`config.mk`:
```
export PLATFORM = sky130hd
export DESIGN_NAME = sensor_reply_frame_parser_flat
export DESIGN_NICKNAME = d
export VERILOG_FILES = /design/src/design/srfp_pkg.sv /design/src/design/srfp_if.sv /design/src/design/srfp_step.sv /design/src/design/sensor_reply_frame_parser.sv /design/src/flat_wrapper.sv
export SDC_FILE = /design/constraint.sdc
export NUM_CORES = 1
export LEC_CHECK = 0
export ABC_AREA = 0
export BUFFER_PORTS_ARGS = -buffer_cell sky130_fd_sc_hd__buf_2
export CAP_MARGIN = 25
export CORE_ASPECT_RATIO = 0.6
export CORE_MARGIN = 1.5
export CORE_UTILIZATION = 46
export DETAILED_ROUTE_END_ITERATION = 8
export MAX_ROUTING_LAYER = met4
export PLACE_DENSITY = 0.65
export SLEW_MARGIN = 20
export SYNTH_ARGS = -nofsm -noshare
export SYNTH_HDL_FRONTEND = slang
export SYNTH_HIERARCHICAL = 1
export SYNTH_SLANG_ARGS = --single-unit
```
`constraint.sdc`:
```
create_clock -name clk -period 9.71 [get_ports clk]
set_input_delay 0 -clock clk [delete_from_list [all_inputs] [get_ports clk]]
set_output_delay 0 -clock clk [all_outputs]
set_load 0.05 [all_outputs]
```
`src/design/srfp_pkg.sv`:
```
// ----------------------------------------------------------------------------
// srfp_pkg
// Types and constants shared by the sensor reply frame parser.
// ----------------------------------------------------------------------------
package srfp_pkg;

  localparam logic [7:0] START_BYTE    = 8'hff;
  localparam logic [7:0] CMD_LEVEL     = 8'h86;
  localparam logic [7:0] CMD_ABC_OFF   = 8'h79;
  localparam logic [7:0] CMD_SET_RANGE = 8'h99;
  localparam logic [7:0] SUM_GOOD      = 8'hff;

  localparam logic [1:0] KIND_LEVEL     = 2'd0;
  localparam logic [1:0] KIND_ABC_OFF   = 2'd1;
  localparam logic [1:0] KIND_SET_RANGE = 2'd2;
  localparam logic [1:0] KIND_OTHER     = 2'd3;

  localparam logic [3:0] POS_HUNT  = 4'd1;
  localparam logic [3:0] POS_CMD   = 4'd2;
  localparam logic [3:0] POS_HIGH  = 4'd3;
  localparam logic [3:0] POS_LOW   = 4'd4;
  localparam logic [3:0] POS_PAD_A = 4'd5;
  localparam logic [3:0] POS_PAD_B = 4'd6;
  localparam logic [3:0] POS_PAD_C = 4'd7;
  localparam logic [3:0] POS_PAD_D = 4'd8;
  localparam logic [3:0] POS_SUM   = 4'd9;

  typedef struct packed {
    logic [1:0]  reply_kind;
    logic [15:0] level_ppm;
    logic        level_known;
  } reply_t;

  typedef struct packed {
    logic [3:0] pos;
    logic       level_seen;
  } status_t;

  function automatic logic [1:0] classify(input logic [7:0] c);
    logic [1:0] k;
    case (c)
      CMD_LEVEL:     k = KIND_LEVEL;
      CMD_ABC_OFF:   k = KIND_ABC_OFF;
      CMD_SET_RANGE: k = KIND_SET_RANGE;
      default:       k = KIND_OTHER;
    endcase
    return k;
  endfunction

endpackage

```
`src/design/srfp_if.sv`:
```
// ----------------------------------------------------------------------------
// srfp channel interfaces
// Valid/ready channels for received bytes and for parsed replies.
// ----------------------------------------------------------------------------
interface srfp_in_if;
  logic       valid;
  logic       ready;
  logic [7:0] rx_byte;
  modport source (output valid, output rx_byte, input ready);
  modport sink   (input valid, input rx_byte, output ready);
endinterface

interface srfp_out_if;
  logic        valid;
  logic        ready;
  logic [1:0]  reply_kind;
  logic [15:0] level_ppm;
  logic        level_known;
  modport source (output valid, output reply_kind, output level_ppm, output level_known,
                  input ready);
  modport sink   (input valid, input reply_kind, input level_ppm, input level_known,
                  output ready);
endinterface

```
`src/design/srfp_step.sv`:
```
// ----------------------------------------------------------------------------
// srfp_step
// Frame state registers and the per-byte update: position, checksum,
// command class and latched level.
// ----------------------------------------------------------------------------
module srfp_step import srfp_pkg::*; (
  input  logic       clk,
  input  logic       rst_n,
  input  logic       en,
  input  logic [7:0] rx_byte,
  output logic       res_valid,
  output reply_t     res,
  output status_t    status
);

  logic [3:0]  pos_r, pos_nxt;
  logic [7:0]  sum_r, sum_nxt;
  logic [7:0]  high_r, high_nxt;
  logic [1:0]  kind_r, kind_nxt;
  logic [15:0] level_r, level_nxt;
  logic        seen_r, seen_nxt;
  logic [7:0]  sum_add;

  always_comb begin
    sum_add   = sum_r + rx_byte;
    pos_nxt   = pos_r;
    sum_nxt   = sum_add;
    high_nxt  = high_r;
    kind_nxt  = kind_r;
    level_nxt = level_r;
    seen_nxt  = seen_r;
    res_valid = 1'b0;
    case (pos_r)
      POS_CMD: begin
        kind_nxt = classify(rx_byte);
        pos_nxt  = POS_HIGH;
      end
      POS_HIGH: begin
        high_nxt = rx_byte;
        pos_nxt  = POS_LOW;
      end
      POS_LOW: begin
        if (kind_r == KIND_LEVEL) begin
          level_nxt = {high_r, rx_byte};
          seen_nxt  = 1'b1;
        end
        pos_nxt = POS_PAD_A;
      end
      POS_PAD_A, POS_PAD_B, POS_PAD_C, POS_PAD_D: begin
        pos_nxt = pos_r + 4'd1;
      end
      POS_SUM: begin
        pos_nxt   = POS_HUNT;
        res_valid = en && (sum_add == SUM_GOOD);
      end
      default: begin
        pos_nxt = POS_HUNT;
        if (rx_byte == START_BYTE) begin
          pos_nxt = POS_CMD;
          sum_nxt = START_BYTE;
        end
      end
    endcase
  end

  assign res.reply_kind  = kind_r;
  assign res.level_ppm   = level_r;
  assign res.level_known = seen_r;
  assign status.pos        = pos_r;
  assign status.level_seen = seen_r;

  always_ff @(posedge clk) begin
    if (!rst_n) begin
      pos_r   <= POS_HUNT;
      sum_r   <= '0;
      high_r  <= '0;
      kind_r  <= KIND_LEVEL;
      level_r <= '0;
      seen_r  <= 1'b0;
    end else if (en) begin
      pos_r   <= pos_nxt;
      sum_r   <= sum_nxt;
      high_r  <= high_nxt;
      kind_r  <= kind_nxt;
      level_r <= level_nxt;
      seen_r  <= seen_nxt;
    end
  end

endmodule

```
`src/design/sensor_reply_frame_parser.sv`:
```
// ----------------------------------------------------------------------------
// sensor_reply_frame_parser
// Nine-byte reply frame parser with additive checksum.
// ----------------------------------------------------------------------------
// Takes one received byte per cycle unless reply back-pressure stalls it, and
// gives one reply for each nine-byte frame whose byte sum is 0xff; bad frames
// are dropped silently. A byte passes an input register and then the result
// register before its reply is presented. The frame state advances only as
// bytes leave the input register; back-pressure on the reply channel stalls
// the input once both registers are full.
module sensor_reply_frame_parser import srfp_pkg::*; (
  input  logic       clk,
  input  logic       rst_n,
  srfp_in_if.sink    in_ch,
  srfp_out_if.source out_ch
);

  logic       in_v_r, in_v_nxt;
  logic [7:0] in_byte_r;
  logic       out_v_r, out_v_nxt;
  reply_t     out_res_r;
  logic       adv;
  logic       step_en;
  logic       res_valid;
  reply_t     res;
  status_t    status;

  assign adv         = !out_v_r || out_ch.ready;
  assign in_ch.ready = !in_v_r || adv;
  assign step_en     = in_v_r && adv;
  assign in_v_nxt    = in_ch.ready ? in_ch.valid : in_v_r;
  assign out_v_nxt   = adv ? (step_en && res_valid) : out_v_r;

  srfp_step u_step (
    .clk       (clk),
    .rst_n     (rst_n),
    .en        (step_en),
    .rx_byte   (in_byte_r),
    .res_valid (res_valid),
    .res       (res),
    .status    (status)
  );

  always_ff @(posedge clk) begin
    if (!rst_n) begin
      in_v_r  <= 1'b0;
      out_v_r <= 1'b0;
    end else begin
      in_v_r  <= in_v_nxt;
      out_v_r <= out_v_nxt;
    end
  end

  always_ff @(posedge clk) begin
    if (in_ch.valid && in_ch.ready) begin
      in_byte_r <= in_ch.rx_byte;
    end
    if (step_en && res_valid) begin
      out_res_r <= res;
    end
  end

  assign out_ch.valid       = out_v_r;
  assign out_ch.reply_kind  = out_res_r.reply_kind;
  assign out_ch.level_ppm   = out_res_r.level_ppm;
  assign out_ch.level_known = out_res_r.level_known;

  a_pos_range: assert property (@(posedge clk) disable iff (!rst_n)
    (status.pos >= POS_HUNT) && (status.pos <= POS_SUM))
    else $error("frame position out of range");

  a_level_sticky: assert property (@(posedge clk)
    rst_n && $past(rst_n) && $past(status.level_seen) |-> status.level_seen)
    else $error("level seen flag cleared without reset");

  a_reply_held: assert property (@(posedge clk) disable iff (!rst_n)
    out_v_r && !out_ch.ready |=> out_v_r && $stable(out_res_r))
    else $error("reply changed while stalled");

  a_level_needs_seen: assert property (@(posedge clk) disable iff (!rst_n)
    step_en && res_valid && (res.reply_kind == KIND_LEVEL) |-> res.level_known)
    else $error("concentration reply without a latched level");

  a_reply_only_on_last: assert property (@(posedge clk) disable iff (!rst_n)
    step_en && res_valid |-> status.pos == POS_SUM)
    else $error("reply outside the checksum byte");

endmodule

```
`src/flat_wrapper.sv`:
```
// flat-port wrapper written by rule: the top's interface ports become plain ports
module sensor_reply_frame_parser_flat import srfp_pkg::*;
  (clk, rst_n, in_ch_valid, in_ch_rx_byte, in_ch_ready, out_ch_valid, out_ch_reply_kind, out_ch_level_ppm, out_ch_level_known, out_ch_ready);
  srfp_in_if in_ch_i ();
  srfp_out_if out_ch_i ();
  input  logic clk;
  input  logic rst_n;
  input wire logic [$bits(in_ch_i.valid)-1:0] in_ch_valid;
  input wire logic [$bits(in_ch_i.rx_byte)-1:0] in_ch_rx_byte;
  output wire logic [$bits(in_ch_i.ready)-1:0] in_ch_ready;
  output wire logic [$bits(out_ch_i.valid)-1:0] out_ch_valid;
  output wire logic [$bits(out_ch_i.reply_kind)-1:0] out_ch_reply_kind;
  output wire logic [$bits(out_ch_i.level_ppm)-1:0] out_ch_level_ppm;
  output wire logic [$bits(out_ch_i.level_known)-1:0] out_ch_level_known;
  input wire logic [$bits(out_ch_i.ready)-1:0] out_ch_ready;
  assign in_ch_i.valid = in_ch_valid;
  assign in_ch_i.rx_byte = in_ch_rx_byte;
  assign in_ch_ready = in_ch_i.ready;
  assign out_ch_valid = out_ch_i.valid;
  assign out_ch_reply_kind = out_ch_i.reply_kind;
  assign out_ch_level_ppm = out_ch_i.level_ppm;
  assign out_ch_level_known = out_ch_i.level_known;
  assign out_ch_i.ready = out_ch_ready;
  sensor_reply_frame_parser u_core (.clk(clk), .rst_n(rst_n), .in_ch(in_ch_i), .out_ch(out_ch_i));
endmodule
```
==> results.md, run 1 <==
Floorplanning:
- In this run the standard cell core region covers 6140 sq um.
- 33 I/O pins were placed.
- The die is between 60 and 70 um tall.
- The initial standard-cell utilization of the core is 47.8%.
- The die area is 6890 sq um.
- The horizontal die dimension is 106 um.
- The floorplan has 22 rows.

Routing:
- In this run, the number of DRC markers left after iteration 0 of detailed routing was 99.
- Wire segments on met2 add up to 2.26 mm in the final route.
- The first-pass detailed-route iteration total is 4.
- The met3 wirelength from detailed routing is 259 um.
- For this run, design rule violations remaining after detail routing come to 0.
- The routed length on met1 is 3.19 mm.
- The highest metal layer used by the detailed router is met4.
- Across all layers, the routed design uses 2015 vias.
- The routed length per placed instance is roughly 15 um.
- The wire length reported by the detailed router is 5.78 mm.
- The via density per instance is 5.13.
- Once detail routing completed, the nets flagged for antenna violations numbered 0.

Clock tree:
- The root buffer cell chosen for the clock tree is sky130_fd_sc_hd__clkbuf_8.
- The maximum level of the CTS H-tree is 3.
- After clock tree synthesis, the clock-pin slew on the worst setup and hold paths is 70 ps.
- TritonCTS built the clock tree.
- The number of sinks driven by the clock tree is 68.
- The clock insertion delay at the later pin of the skew report is 340 ps.
- The buffer depth of the longest clock path is 2.
- The post-cts gate resize count is 0.
- The number of buffers added by the clock tree synthesis step is 9.

Yosys:
- Synthesis produced a netlist with a net count of roughly 280.
- The post-synth design cell area is 2940 sq um.
- The cell count after synthesis is 258.
- The per-instance average area after synthesis is 11.4 sq um.
- Yosys printed 6 warnings.

Critical path:
- The critical-path maximum fanout is 19.
- The critical path depth is 9.
- Walking the worst path, the cells encountered are ha_1 > fa_1 > nand4_1 > or3_1 > or3_1 > nor4_2 > nand2_1 > nor2_1 > buf_4.
- The first element of the critical path is u_core/in_byte_r[0]$_DFFE_PP_.
- Broken down by cell family, the worst path's largest delay share belongs to simple AND/OR/NAND/NOR gates.
- In this run the worst setup path terminates at u_core/out_ch.level_ppm[10]$_DFFE_PP_.
- The critical path startpoint category is a register.
- The kind of end point of the critical path is a register.
- By startpoint and endpoint, the worst setup path is classified as register to register.
- For this run, the slowest stage of the critical path takes between 500 and 600 ps.
- The worst path arrival time is 3070 ps.
- The launch point of the worst reg-to-reg path is u_core/in_byte_r[0]$_DFFE_PP_.
- Counting both buffers and inverters, the worst setup path holds a total of 1.
- The cell with the most instances on the worst path is sky130_fd_sc_hd__or3_1.
- The reg2reg setup slack is 6670 ps.
- The critical register-to-register path endpoint is u_core/out_ch.level_ppm[10]$_DFFE_PP_.
- The worst register-to-register path has a depth of 9.
- The slowest stage of the critical path is the sky130_fd_sc_hd__fa_1 cell.
- The required time of the critical path is 9730 ps.

Run status:
- The run finished with clean final reports.

Global route:
- Entering global routing, the biggest net connects 43 pins.
- The initial antenna violation count came to 0.
- Global routing consumed, over all layers together, 18.3% of the routing resources.
- The via count of the first global-routing pass is 1770.
- For this run the aggregate overflow at the end of global routing stands at 0.
- The wire length of the first global-routing pass is about 9.1 mm.

Pwr:
- Across the VDD grid, the largest voltage drop is 0.109 mV.
- For this design the static power due to leakage is 0.00128 uW.
- The power density normalized to cell area is 175 nW/um^2.

Placement:
- Buffers placed on the I/O ports in this run total 32.
- The total half-perimeter wirelength after legalization and detailed placement is about 3.7 mm.
- The final estimated routing congestion in global placement is 0.827.
- The standard cell area after detailed placement is 3160 sq um.
- The number of placed instances, taps included, is 365.

STA:
- The pin slew with the least headroom to its limit is between 800 and 900 ps.
- For the final routed database, the setup TNS stands at 0 ps.
- The number of endpoints with negative hold slack in the final report was 0.
- Setup repair after global routing left no endpoint under its margin.
- The smallest clock period supported by the final layout is computed as 3040 ps.
- The upper clock frequency limit is 0.328 GHz.
- The max-slew violation count was 0.
- In this run the tightest slew margin relative to its limit is 44.9%.
- Setup violations remaining at the end of the flow were counted as 0.
- The share of the clock period used by the worst path is between 30% and 40%.
- The setup clock skew after layout is ~6 ps.

Final layout:
- The fraction of layout cells with a size suffix above 1 is 18.4%.
- The finished cells cover 3500 sq um.
- The number of fillers in the final layout is 540.
- The number of nets in the layout is roughly 330.
- 0 antenna diodes ended up in the layout.
- The signed area change from the synthesized netlist to the final layout is 19.1%.
- The finished layout holds 393 standard cells, fillers aside.

Hold path:
- The min-delay analysis places its worst path in the category primary input to register.

Run:
- The number of max-cap violations is 0.
## how the worst min path moves through the flow
stage / from / end / slack (ps) / cells after the start
floorplan: in_ch_rx_byte[0] / u_core/in_byte_r[0]$_DFFE_PP_ / 100 / 0
global placement: in_ch_rx_byte[5] / u_core/in_byte_r[5]$_DFFE_PP_ / 180 / 1
detailed placement: in_ch_rx_byte[6] / u_core/in_byte_r[6]$_DFFE_PP_ / 180 / 1
CTS: rst_n / u_core/u_step/pos_r[3]$_SDFFE_PN0P_ / 210 / 2
global route: rst_n / u_core/u_step/seen_r$_SDFFE_PN0P_ / 250 / 2
finish: rst_n / u_core/u_step/pos_r[3]$_SDFFE_PN0P_ / 230 / 2
## cells in the final DEF, fill, tap and decap left out, types with 9 or more instances in the layout
cell type,count
sky130_fd_sc_hd__a21oi_1,20
sky130_fd_sc_hd__buf_2,32
sky130_fd_sc_hd__clkbuf_8,9
sky130_fd_sc_hd__dfxtp_1,41
sky130_fd_sc_hd__dlygate4sd3_1,11
sky130_fd_sc_hd__edfxtp_1,27
sky130_fd_sc_hd__ha_1,11
sky130_fd_sc_hd__mux2i_1,25
sky130_fd_sc_hd__nand2_1,11
sky130_fd_sc_hd__nor2_1,10
sky130_fd_sc_hd__nor2b_1,26
sky130_fd_sc_hd__o21ai_0,17
## sequential cells by signal (all words and copies together), names as in the netlist, 2 cells and up
name	cells
u_core/u_step/kind_r	2
u_core/u_step/high_r	8
u_core/u_step/pos_r	4
u_core/in_byte_r	8
u_core/u_step/level_r	16
u_core/out_ch.reply_kind	2
u_core/u_step/sum_r	8
u_core/out_ch.level_ppm	16
## power breakdown
group	internal, uW	total [uW]	switching, uW
Sequential	302	311	8.48
Clock	145	252	107
Combinational	23.1	51.1	28.0
## cell type report
class                           instances  area [sq um]  share of cell area (%)
Sequential cell                        68          1630                    46.6
Timing Repair Buffer                   46           300                    8.58
Inverter                                7          26.3                   0.751
Multi-Input combinational cell        172          1220                    34.9
Clock inverter                          6          87.6                    2.50
Tap cell                               84           105                    3.00
Clock buffer                           10           128                    3.65
## worst reg2reg max path, stage by stage, from the launching register on
cell and delay (ps):
sky130_fd_sc_hd__edfxtp_1 450, sky130_fd_sc_hd__ha_1 270, sky130_fd_sc_hd__fa_1 510, sky130_fd_sc_hd__nand4_1 80
sky130_fd_sc_hd__or3_1 400, sky130_fd_sc_hd__or3_1 390, sky130_fd_sc_hd__nor4_2 150, sky130_fd_sc_hd__nand2_1 100
sky130_fd_sc_hd__nor2_1 90, sky130_fd_sc_hd__buf_4 270
## metal layers
| layer | track usage [%] | vias up |
|---|---|---|
| met5 | - | - |
| met4 | 6.59 | 0 |
| met3 | 6.24 | 8 |
| met2 | 24.1 | 49 |
| met1 | 25.9 | 941 |
| li1 | - | 1017 |
## what timing repair did
action | in CTS | in global routing
setup buffers | 0 | 0
endpoints found under the hold margin | 10 | 0
hold buffers | 11 | 0
## per-stage QoR
stage                     hold slack (ps)  total power (uW)  util (%)  setup slack, ps
after floorplan                      98.9               350         -             6300
after global placement                178               363      51.4             6710
after detailed placement              179               364      51.4             6670
after CTS                             209               619      56.7             6650
after global routing                  247               639      57.0             6470
final                                 227               614      57.0             6670
Power figures use the tool's default switching activity.
==> inputs of run 2 (changes only) <==
==> constraint.sdc (replaced) <==
create_clock -name clk -period 3 [get_ports clk]
set_input_delay 0 -clock clk [delete_from_list [all_inputs] [get_ports clk]]
set_output_delay 0 -clock clk [all_outputs]
set_load 0.05 [all_outputs]
==> run 2 against run 1 <==
Compared with the run above: global-route usage grew 0.45 points; clock skew grew 1.6 ps; fmax grew 5.2%; largest cell class unchanged; die area is the same.
==> results.md, run 2 (same netlist as run 1, synthesis figures left out) <==
Run status:
- Run status: complete, no violations (unchanged).

Critical path:
- The cell family with the largest share of critical-path delay is simple AND/OR/NAND/NOR gates (unchanged).
- The sum of buffers and inverters on the critical path is 1 (unchanged).
- The cell with the most instances on the worst path is sky130_fd_sc_hd__or3_4 (was sky130_fd_sc_hd__or3_1).
- The critical path depth is 9 (unchanged).
- Critical Path, Cell by Cell: ha_2 > fa_1 > nand4_1 > or3_4 > or3_4 > nor4_4 > nand2_2 > nor2_4 > buf_12 (was ha_1 > fa_1 > nand4_1 > or3_1 > or3_1 > nor4_2 > nand2_1 > nor2_1 > buf_4).
- The length in cells of the worst reg-to-reg path came to 9 (unchanged).
- The critical path startpoint category is a register (unchanged).
- The critical register-to-register path endpoint is u_core/out_ch.reply_kind[0]$_DFFE_PP_ (was u_core/out_ch.level_ppm[10]$_DFFE_PP_).
- The reg2reg setup slack came to 100 ps (was 6670 ps).
- The kind of end point of the critical path is a register (unchanged).
- The kind of critical path is register to register (unchanged).
- The library cell contributing the largest single delay on the critical path is sky130_fd_sc_hd__fa_1 (unchanged).
- The end point of the critical path is u_core/out_ch.reply_kind[0]$_DFFE_PP_ (was u_core/out_ch.level_ppm[10]$_DFFE_PP_).
- The required time of the critical path was 3050 ps (was 9730 ps).
- The worst path arrival time is 2940 ps (was 3070 ps).
- The delay contributed by the slowest stage of the critical path is 510 ps (about the same).
- The critical-path maximum fanout is 19 (unchanged).
- The launch point of the worst reg-to-reg path is u_core/in_byte_r[0]$_DFFE_PP_ (unchanged).
- The first element of the critical path is u_core/in_byte_r[0]$_DFFE_PP_ (unchanged).

Routing:
- The via density per instance is 5.16 (was 5.13).
- The count of unresolved DRC violations after routing is 0 (unchanged).
- The number of nets with antenna violations after detailed routing is 0 (unchanged).
- The first-pass detailed-route iteration total is 4 (unchanged).
- The wire length reported by the detailed router was 5.85 mm (was 5.78 mm).
- The number of DRC violations after detailed-routing iteration 0 is 138 (was 99).
- The total number of vias is 2058 (was 2015).
- The routed length per placed instance is 14.7 um (about the same).

Global route:
- The pin count of the biggest net entering global routing came to 43 (unchanged).
- The met3 routing resource usage after global routing is 6.04% (was 6.24%).
- The met1 usage in global routing is 26.4% (was 25.9%).
- The wire length of the first global-routing pass was 9.19 mm (was 9.10 mm).
- The via count of the first global-routing pass came to 1828 (was 1770).
- The overall overflow remaining after global route is 0 (unchanged).
- The most used routing layer in global routing is met1 (unchanged).
- The aggregate global-route resource usage is 18.8% (was 18.3%).
- The met2 usage in global routing is 24.4% (was 24.1%).
- The initial antenna violation count came to 0 (unchanged).

Clock tree:
- The clock insertion delay at the later pin of the skew report was 340 ps (about the same).
- The cell chosen for the clock root was sky130_fd_sc_hd__clkbuf_8 (unchanged).
- The clock slew seen by the registers of the worst setup and hold paths was 70 ps (about the same).
- The number of sinks driven by the clock tree is 68 (unchanged).
- The buffer depth of the longest clock path is 2 (unchanged).
- The number of buffers added by the clock tree synthesis step is 9 (unchanged).
- The TritonCTS clock tree is yes (unchanged).
- The maximum level of the CTS H-tree came to 3 (unchanged).

Hold path:
- The class of the tightest hold or removal check was primary input to register (unchanged).

Pwr:
- The internal power was 1520 uW (was 470 uW).
- The static power due to leakage is 0.00131 uW (was 0.00128 uW).
- The share of total power in the clock network is 40.5% (was 41.0%).
- The sequential cell fraction of total power came to 50.2% (was 50.6%).
- The power density normalized to cell area is 558 nW/um^2 (was 175 nW/um^2).
- The logic gate share of total power is 9.2% (was 8.3%).
- The switching share of power is 23.6% (was 23.3%).
- The switching component of the power came to 472 uW (was 143 uW).
- The worst supply voltage drop on vdd is 0.329 mV (was 0.109 mV).

Final layout:
- The final core area utilization is 58.3% (was 57.0%).
- Top library cells by usage in the layout, fill and taps aside: sky130_fd_sc_hd__dfxtp_1 (41), sky130_fd_sc_hd__buf_2 (32), sky130_fd_sc_hd__edfxtp_1 (27) (unchanged).
- The number of nets in the layout came to 334 (was 328).
- The cell area after layout is 3580 sq um (was 3500 sq um).
- The fraction of layout cells with a size suffix above 1 came to 21.6% (was 18.4%).
- The signed area change from the synthesized netlist to the final layout came to 21.9% (was 19.1%).
- The leading cell type in the layout, fill and taps excluded is sky130_fd_sc_hd__dfxtp_1 (unchanged).
- The count of antenna diodes in the layout is 0 (unchanged).

STA:
- Setup repair after global routing missed its margin: true (was false).
- The headroom to the max-slew limit is 50.2% (was 44.9%).
- The max-slew violation count is 0 (unchanged).
- The upper clock frequency limit is 0.345 GHz (was 0.328 GHz).
- The share of the clock period used by the worst path is 96.5% (was 31.4%).
- The final critical delay including setup and external delays is 2900 ps (was 3040 ps).
- The setup clock skew after layout is 7.55 ps (was 5.91 ps).
- The pin slew with the least headroom to its limit is 745 ps (was 824 ps).
- The sum of negative setup slack was 0 ps (unchanged).
- The number of endpoints with negative hold slack in the final report is 0 (unchanged).
- The setup-violating endpoint count in the final report is 0 (unchanged).

Placement:
- The standard cell area after detailed placement is 3230 sq um (was 3160 sq um).
- The total half-perimeter wirelength after legalization and detailed placement is 3.84 mm (was 3.74 mm).
- The number of buffers inserted by port buffering is 32 (unchanged).
- The final estimated routing congestion in global placement is 0.867 (was 0.827).

Floorplanning:
- The I/O pin total is 33 (unchanged).
- The initial standard-cell utilization of the core is 47.8% (unchanged).
- The die area came to 6890 sq um (unchanged).
- The standard cell core area is 6140 sq um (unchanged).
- The horizontal die dimension is 106 um (unchanged).
- The vertical extent of the die came to 64.9 um (unchanged).
- The row count is 22 (unchanged).

Run:
- The number of max-cap violations was 0 (unchanged).
run 2: changes by cell type in the layout (fill, tap and decap cells not counted), sizes merged:
cell,delta
buf,+6
clkbuf,-1
clkinvlp,+1
run 2: power groups by stage:
stage	Sequential, uW	Clock (uW)	Combinational (uW)
floorplan	1010	0	119
global placement	1020	0	160
detailed placement	1020	0	163
CTS	1000	832	175
global route	1000	880	203
finish	1000	809	184
run 2: worst min path at each step:
stage	from	to	slack (ps)	cells after the start
4_1_cts	rst_n	u_core/u_step/pos_r[3]$_SDFFE_PN0P_	200	2
3_3_place_gp	in_ch_rx_byte[4]	u_core/in_byte_r[4]$_DFFE_PP_	180	1
6_report	rst_n	u_core/u_step/pos_r[3]$_SDFFE_PN0P_	210	2
2_1_floorplan	in_ch_rx_byte[0]	u_core/in_byte_r[0]$_DFFE_PP_	100	0
3_5_place_dp	in_ch_rx_byte[4]	u_core/in_byte_r[4]$_DFFE_PP_	180	1
5_1_grt	rst_n	u_core/u_step/seen_r$_SDFFE_PN0P_	220	2
run 2: cell type report:
type	instances	area [sq um]
clock inverters	7	90.1
flip-flops and latches	68	1630
well taps	84	105
repair buffers	52	350
fillers	529	2560
multi-input cells	172	1250
clock buffers	9	124
inverters	7	26.3
run 2: repair_timing:
item                                   CTS  global route
hold buffers                            11             0
buffers inserted                         0             0
gates resized for setup                  0             5
setup endpoints to repair                0            19
endpoints found under the hold margin   10             0
run 2: through the flow:
| step | power [uW] | instances | worst slack (ps) | hold slack (ps) |
|---|---|---|---|---|
| floorplan | 1130 | 258 | 92.0 | 98.9 |
| global placement | 1180 | 372 | 103 | 176 |
| detailed placement | 1190 | 372 | 69.9 | 178 |
| CTS | 2010 | 399 | 46.2 | 197 |
| global route | 2090 | 399 | -30.9 | 220 |
| finish | 2000 | 399 | 104 | 214 |
run 2: layer usage:
layer	share of wire, %	wire [um]	up-vias
li1	-	-	1034
met1	52	3060	960
met2	42	2440	60
met3	5.4	315	4
met4	0.60	35	0
met5	0	0	-
==> inputs of run 3 (changes only) <==
--- a/config.mk
+++ b/config.mk
@@ -6,14 +6,14 @@
 export NUM_CORES = 1
 export LEC_CHECK = 0
 export ABC_AREA = 0
-export BUFFER_PORTS_ARGS = -buffer_cell sky130_fd_sc_hd__buf_2
 export CAP_MARGIN = 25
 export CORE_ASPECT_RATIO = 0.6
 export CORE_MARGIN = 1.5
-export CORE_UTILIZATION = 46
+export CORE_UTILIZATION = 60
 export DETAILED_ROUTE_END_ITERATION = 8
+export DONT_BUFFER_PORTS = 1
 export MAX_ROUTING_LAYER = met4
-export PLACE_DENSITY = 0.65
+export PLACE_DENSITY = 0.76
 export SLEW_MARGIN = 20
 export SYNTH_ARGS = -nofsm -noshare
 export SYNTH_HDL_FRONTEND = slang
==> run 3 against run 2 <==
Compared with the run above: clock skew is essentially flat; sequential power is essentially flat; largest power group unchanged; total power grew 6.1%; clock power grew 14%; utilization grew 18 points; sequential cell count is the same; combinational power grew 5%.
==> results.md, run 3 (same netlist as run 1, synthesis figures left out) <==
Floorplanning:
- The initial standard-cell utilization of the core is 63.3% (was 47.8%).
- The horizontal die dimension came to 93.3 um (was 106 um).
- The I/O pin total is 33 (unchanged).
- The vertical extent of the die is 57.2 um (was 64.9 um).
- The row count came to 19 (was 22).
- The die area is 5340 sq um (was 6890 sq um).
- The standard cell core area is 4640 sq um (was 6140 sq um).

Placement:
- The number of buffers inserted by port buffering is 0 (was 32).
- The total half-perimeter wirelength after legalization and detailed placement came to 3.76 mm (was 3.84 mm).
- The final estimated routing congestion in global placement is 0.887 (was 0.867).
- The number of instances in the placed design is 322 (was 372).
- The standard cell area after detailed placement is 3070 sq um (was 3230 sq um).

Global route:
- The pin count of the biggest net entering global routing is 43 (unchanged).
- The via count of the first global-routing pass is 1892 (was 1828).
- The wire length of the first global-routing pass came to 9.27 mm (was 9.19 mm).
- The initial antenna violation count came to 0 (unchanged).
- The aggregate global-route resource usage is 24.4% (was 18.8%).
- The overall overflow remaining after global route came to 0 (unchanged).

Pwr:
- The worst supply voltage drop on vdd is 0.420 mV (was 0.329 mV).
- The power density normalized to cell area is 599 nW/um^2 (was 558 nW/um^2).
- The static power due to leakage was 0.00127 uW (was 0.00131 uW).
- The final total power came to 2120 uW (was 2000 uW).

Critical path:
- The library cell contributing the largest single delay on the critical path is sky130_fd_sc_hd__fa_1 (unchanged).
- The cell family with the largest share of critical-path delay is simple AND/OR/NAND/NOR gates (unchanged).
- The first element of the critical path was u_core/in_byte_r[0]$_DFFE_PP_ (unchanged).
- The reg2reg setup slack is 50 ps (was 100 ps).
- The worst path arrival time is 3000 ps (was 2940 ps).
- The critical path startpoint category is a register (unchanged).
- The critical register-to-register path endpoint is u_core/out_ch.level_ppm[15]$_DFFE_PP_ (was u_core/out_ch.reply_kind[0]$_DFFE_PP_).
- The sum of buffers and inverters on the critical path is 1 (unchanged).
- The critical path depth is 9 (unchanged).
- The launch point of the worst reg-to-reg path is u_core/in_byte_r[0]$_DFFE_PP_ (unchanged).
- The required time of the critical path is 3060 ps (was 3050 ps).
- The critical-path maximum fanout is 5 (was 19).
- Critical Path, Cell by Cell: ha_2 > fa_1 > nand4_1 > or3_1 > or3_4 > nor4_4 > nand2_2 > nor2_4 > clkbuf_16 (was ha_2 > fa_1 > nand4_1 > or3_4 > or3_4 > nor4_4 > nand2_2 > nor2_4 > buf_12).
- The kind of end point of the critical path is a register (unchanged).
- The kind of critical path was register to register (unchanged).
- The delay contributed by the slowest stage of the critical path is 510 ps (about the same).
- The length in cells of the worst reg-to-reg path is 9 (unchanged).

Routing:
- The routed length per placed instance is 17.4 um (was 14.7 um).
- The count of unresolved DRC violations after routing was 0 (unchanged).
- The via density per instance came to 5.69 (was 5.16).
- The wire length reported by the detailed router was 6.20 mm (was 5.85 mm).
- The first-pass detailed-route iteration total is 4 (unchanged).
- The number of nets with antenna violations after detailed routing is 0 (unchanged).
- The number of DRC violations after detailed-routing iteration 0 is 137 (was 138).
- The total number of vias is 2024 (was 2058).

Clock tree:
- The clock slew seen by the registers of the worst setup and hold paths is 70 ps (about the same).
- The TritonCTS clock tree was yes (unchanged).
- The number of buffers added by the clock tree synthesis step is 9 (unchanged).
- The cell chosen for the clock root is sky130_fd_sc_hd__clkbuf_8 (unchanged).
- The buffer depth of the longest clock path is 2 (unchanged).
- The number of sinks driven by the clock tree was 68 (unchanged).
- The maximum level of the CTS H-tree is 3 (unchanged).
- The clock insertion delay at the later pin of the skew report is 340 ps (about the same).

Final layout:
- The number of nets in the layout came to 312 (was 334).
- The multi-input gate area in the final layout is 1250 sq um (about the same).
- The leading cell type in the layout, fill and taps excluded is sky130_fd_sc_hd__dfxtp_1 (unchanged).
- The filler-free cell count of the finished design was 356 (was 399).
- The register area was 1630 sq um (unchanged).
- The cell area after layout is 3530 sq um (was 3580 sq um).
- The fraction of layout cells with a size suffix above 1 is 15.0% (was 21.6%).
- The signed area change from the synthesized netlist to the final layout is 20.4% (was 21.9%).
- The number of fillers in the final layout is 307 (was 529).
- The count of antenna diodes in the layout came to 0 (unchanged).
- The final core area utilization is 76.2% (was 58.3%).
- Top library cells by usage in the layout, fill and taps aside: sky130_fd_sc_hd__dfxtp_1 (41), sky130_fd_sc_hd__edfxtp_1 (27), sky130_fd_sc_hd__nor2b_1 (26) (was sky130_fd_sc_hd__dfxtp_1 (41), sky130_fd_sc_hd__buf_2 (32), sky130_fd_sc_hd__edfxtp_1 (27)).

Hold path:
- The startpoint of the worst hold path is in_ch_valid (was rst_n).
- The destination of the worst hold path is u_core/in_byte_r[3]$_DFFE_PP_ (was u_core/u_step/pos_r[3]$_SDFFE_PN0P_).
- The worst hold path cell count is 1 (was 2).
- The class of the tightest hold or removal check was primary input to register (unchanged).

STA:
- The pin slew with the least headroom to its limit is 786 ps (was 745 ps).
- The headroom to the max-slew limit was 47.5% (was 50.2%).
- The upper clock frequency limit was 0.339 GHz (was 0.345 GHz).
- The setup-violating endpoint count in the final report is 0 (unchanged).
- Setup repair after global routing missed its margin: true (unchanged).
- The final critical delay including setup and external delays is 2950 ps (was 2900 ps).
- The share of the clock period used by the worst path is 98.3% (was 96.5%).
- The max-slew violation count is 0 (unchanged).
- The setup clock skew after layout is 7.51 ps (was 7.55 ps).
- The number of endpoints with negative hold slack in the final report is 0 (unchanged).

Run:
- The number of max-cap violations is 0 (unchanged).

Run status:
- Run status: complete, no violations (unchanged).
[run 3: cell types whose count changed in the layout (fill, tap and decap cells not counted), sizes merged]
cell,previous run,this run
buf,41,17
inv,8,7
clkbuf,9,13
clkinv,3,1
clkinvlp,1,0
bufinv,2,3
dlygate4sd3,11,12
[run 3: metrics by stage]
step	hold slack, ps	setup WS, ps	TNS, ps
2_1_floorplan	98.9	92.0	0
3_3_place_gp	98.9	156	0
3_5_place_dp	98.9	103	0
4_1_cts	79.1	90.7	0
5_1_grt	98.2	-53.9	-722
6_report	97.5	51.0	0
[run 3: worst max path at each step]
stage,endpoint,slack [ps]
2_1_floorplan,u_core/out_ch.level_known$_DFFE_PP_,90
3_5_place_dp,u_core/out_ch.reply_kind[0]$_DFFE_PP_,100
5_1_grt,u_core/out_ch.level_ppm[15]$_DFFE_PP_,-50
3_3_place_gp,u_core/out_ch.reply_kind[0]$_DFFE_PP_,160
4_1_cts,u_core/out_ch.level_ppm[15]$_DFFE_PP_,90
6_report,u_core/out_ch.level_ppm[15]$_DFFE_PP_,50
[run 3: worst register-to-register path: stages, from the launching register on]
cell and delay, ps:
sky130_fd_sc_hd__edfxtp_1 390, sky130_fd_sc_hd__ha_2 220, sky130_fd_sc_hd__fa_1 510, sky130_fd_sc_hd__nand4_1 90
sky130_fd_sc_hd__or3_1 390, sky130_fd_sc_hd__or3_4 410, sky130_fd_sc_hd__nor4_4 160, sky130_fd_sc_hd__nand2_2 110
sky130_fd_sc_hd__nor2_4 200, sky130_fd_sc_hd__clkbuf_16 190
[run 3: repair_timing]
action	CTS	global route
endpoints found under the hold margin	49	0
buffers inserted	0	3
endpoints found under the setup margin	0	19
hold buffers	13	0
resized for setup	0	4
[run 3: area by class of cell]
class | instances | area share (%)
flip-flops and latches | 68 | 46.2
multi-input cells | 172 | 35.3
repair buffers | 30 | 8.53
clock buffers | 12 | 4.39
clock inverters | 4 | 2.69
well taps | 63 | 2.23
inverters | 7 | 0.743
[run 3: metal layers]
layer	GRT usage, %	up-vias	part of all wire (%)	wire [um]
met5	-	-	0	0
met4	7.79	0	0.40	25
met1	32.5	954	46	2880
met2	35.9	84	45	2810
met3	7.33	2	7.9	488
li1	-	984	-	-
[run 3: power breakdown]
part | switching, uW | total (uW) | internal, uW | leakage [uW]
Combinational | 107 | 193 | 85.5 | 0.000555
Sequential | 21.6 | 1000 | 978 | 0.000585
Clock | 329 | 925 | 597 | 0.000127
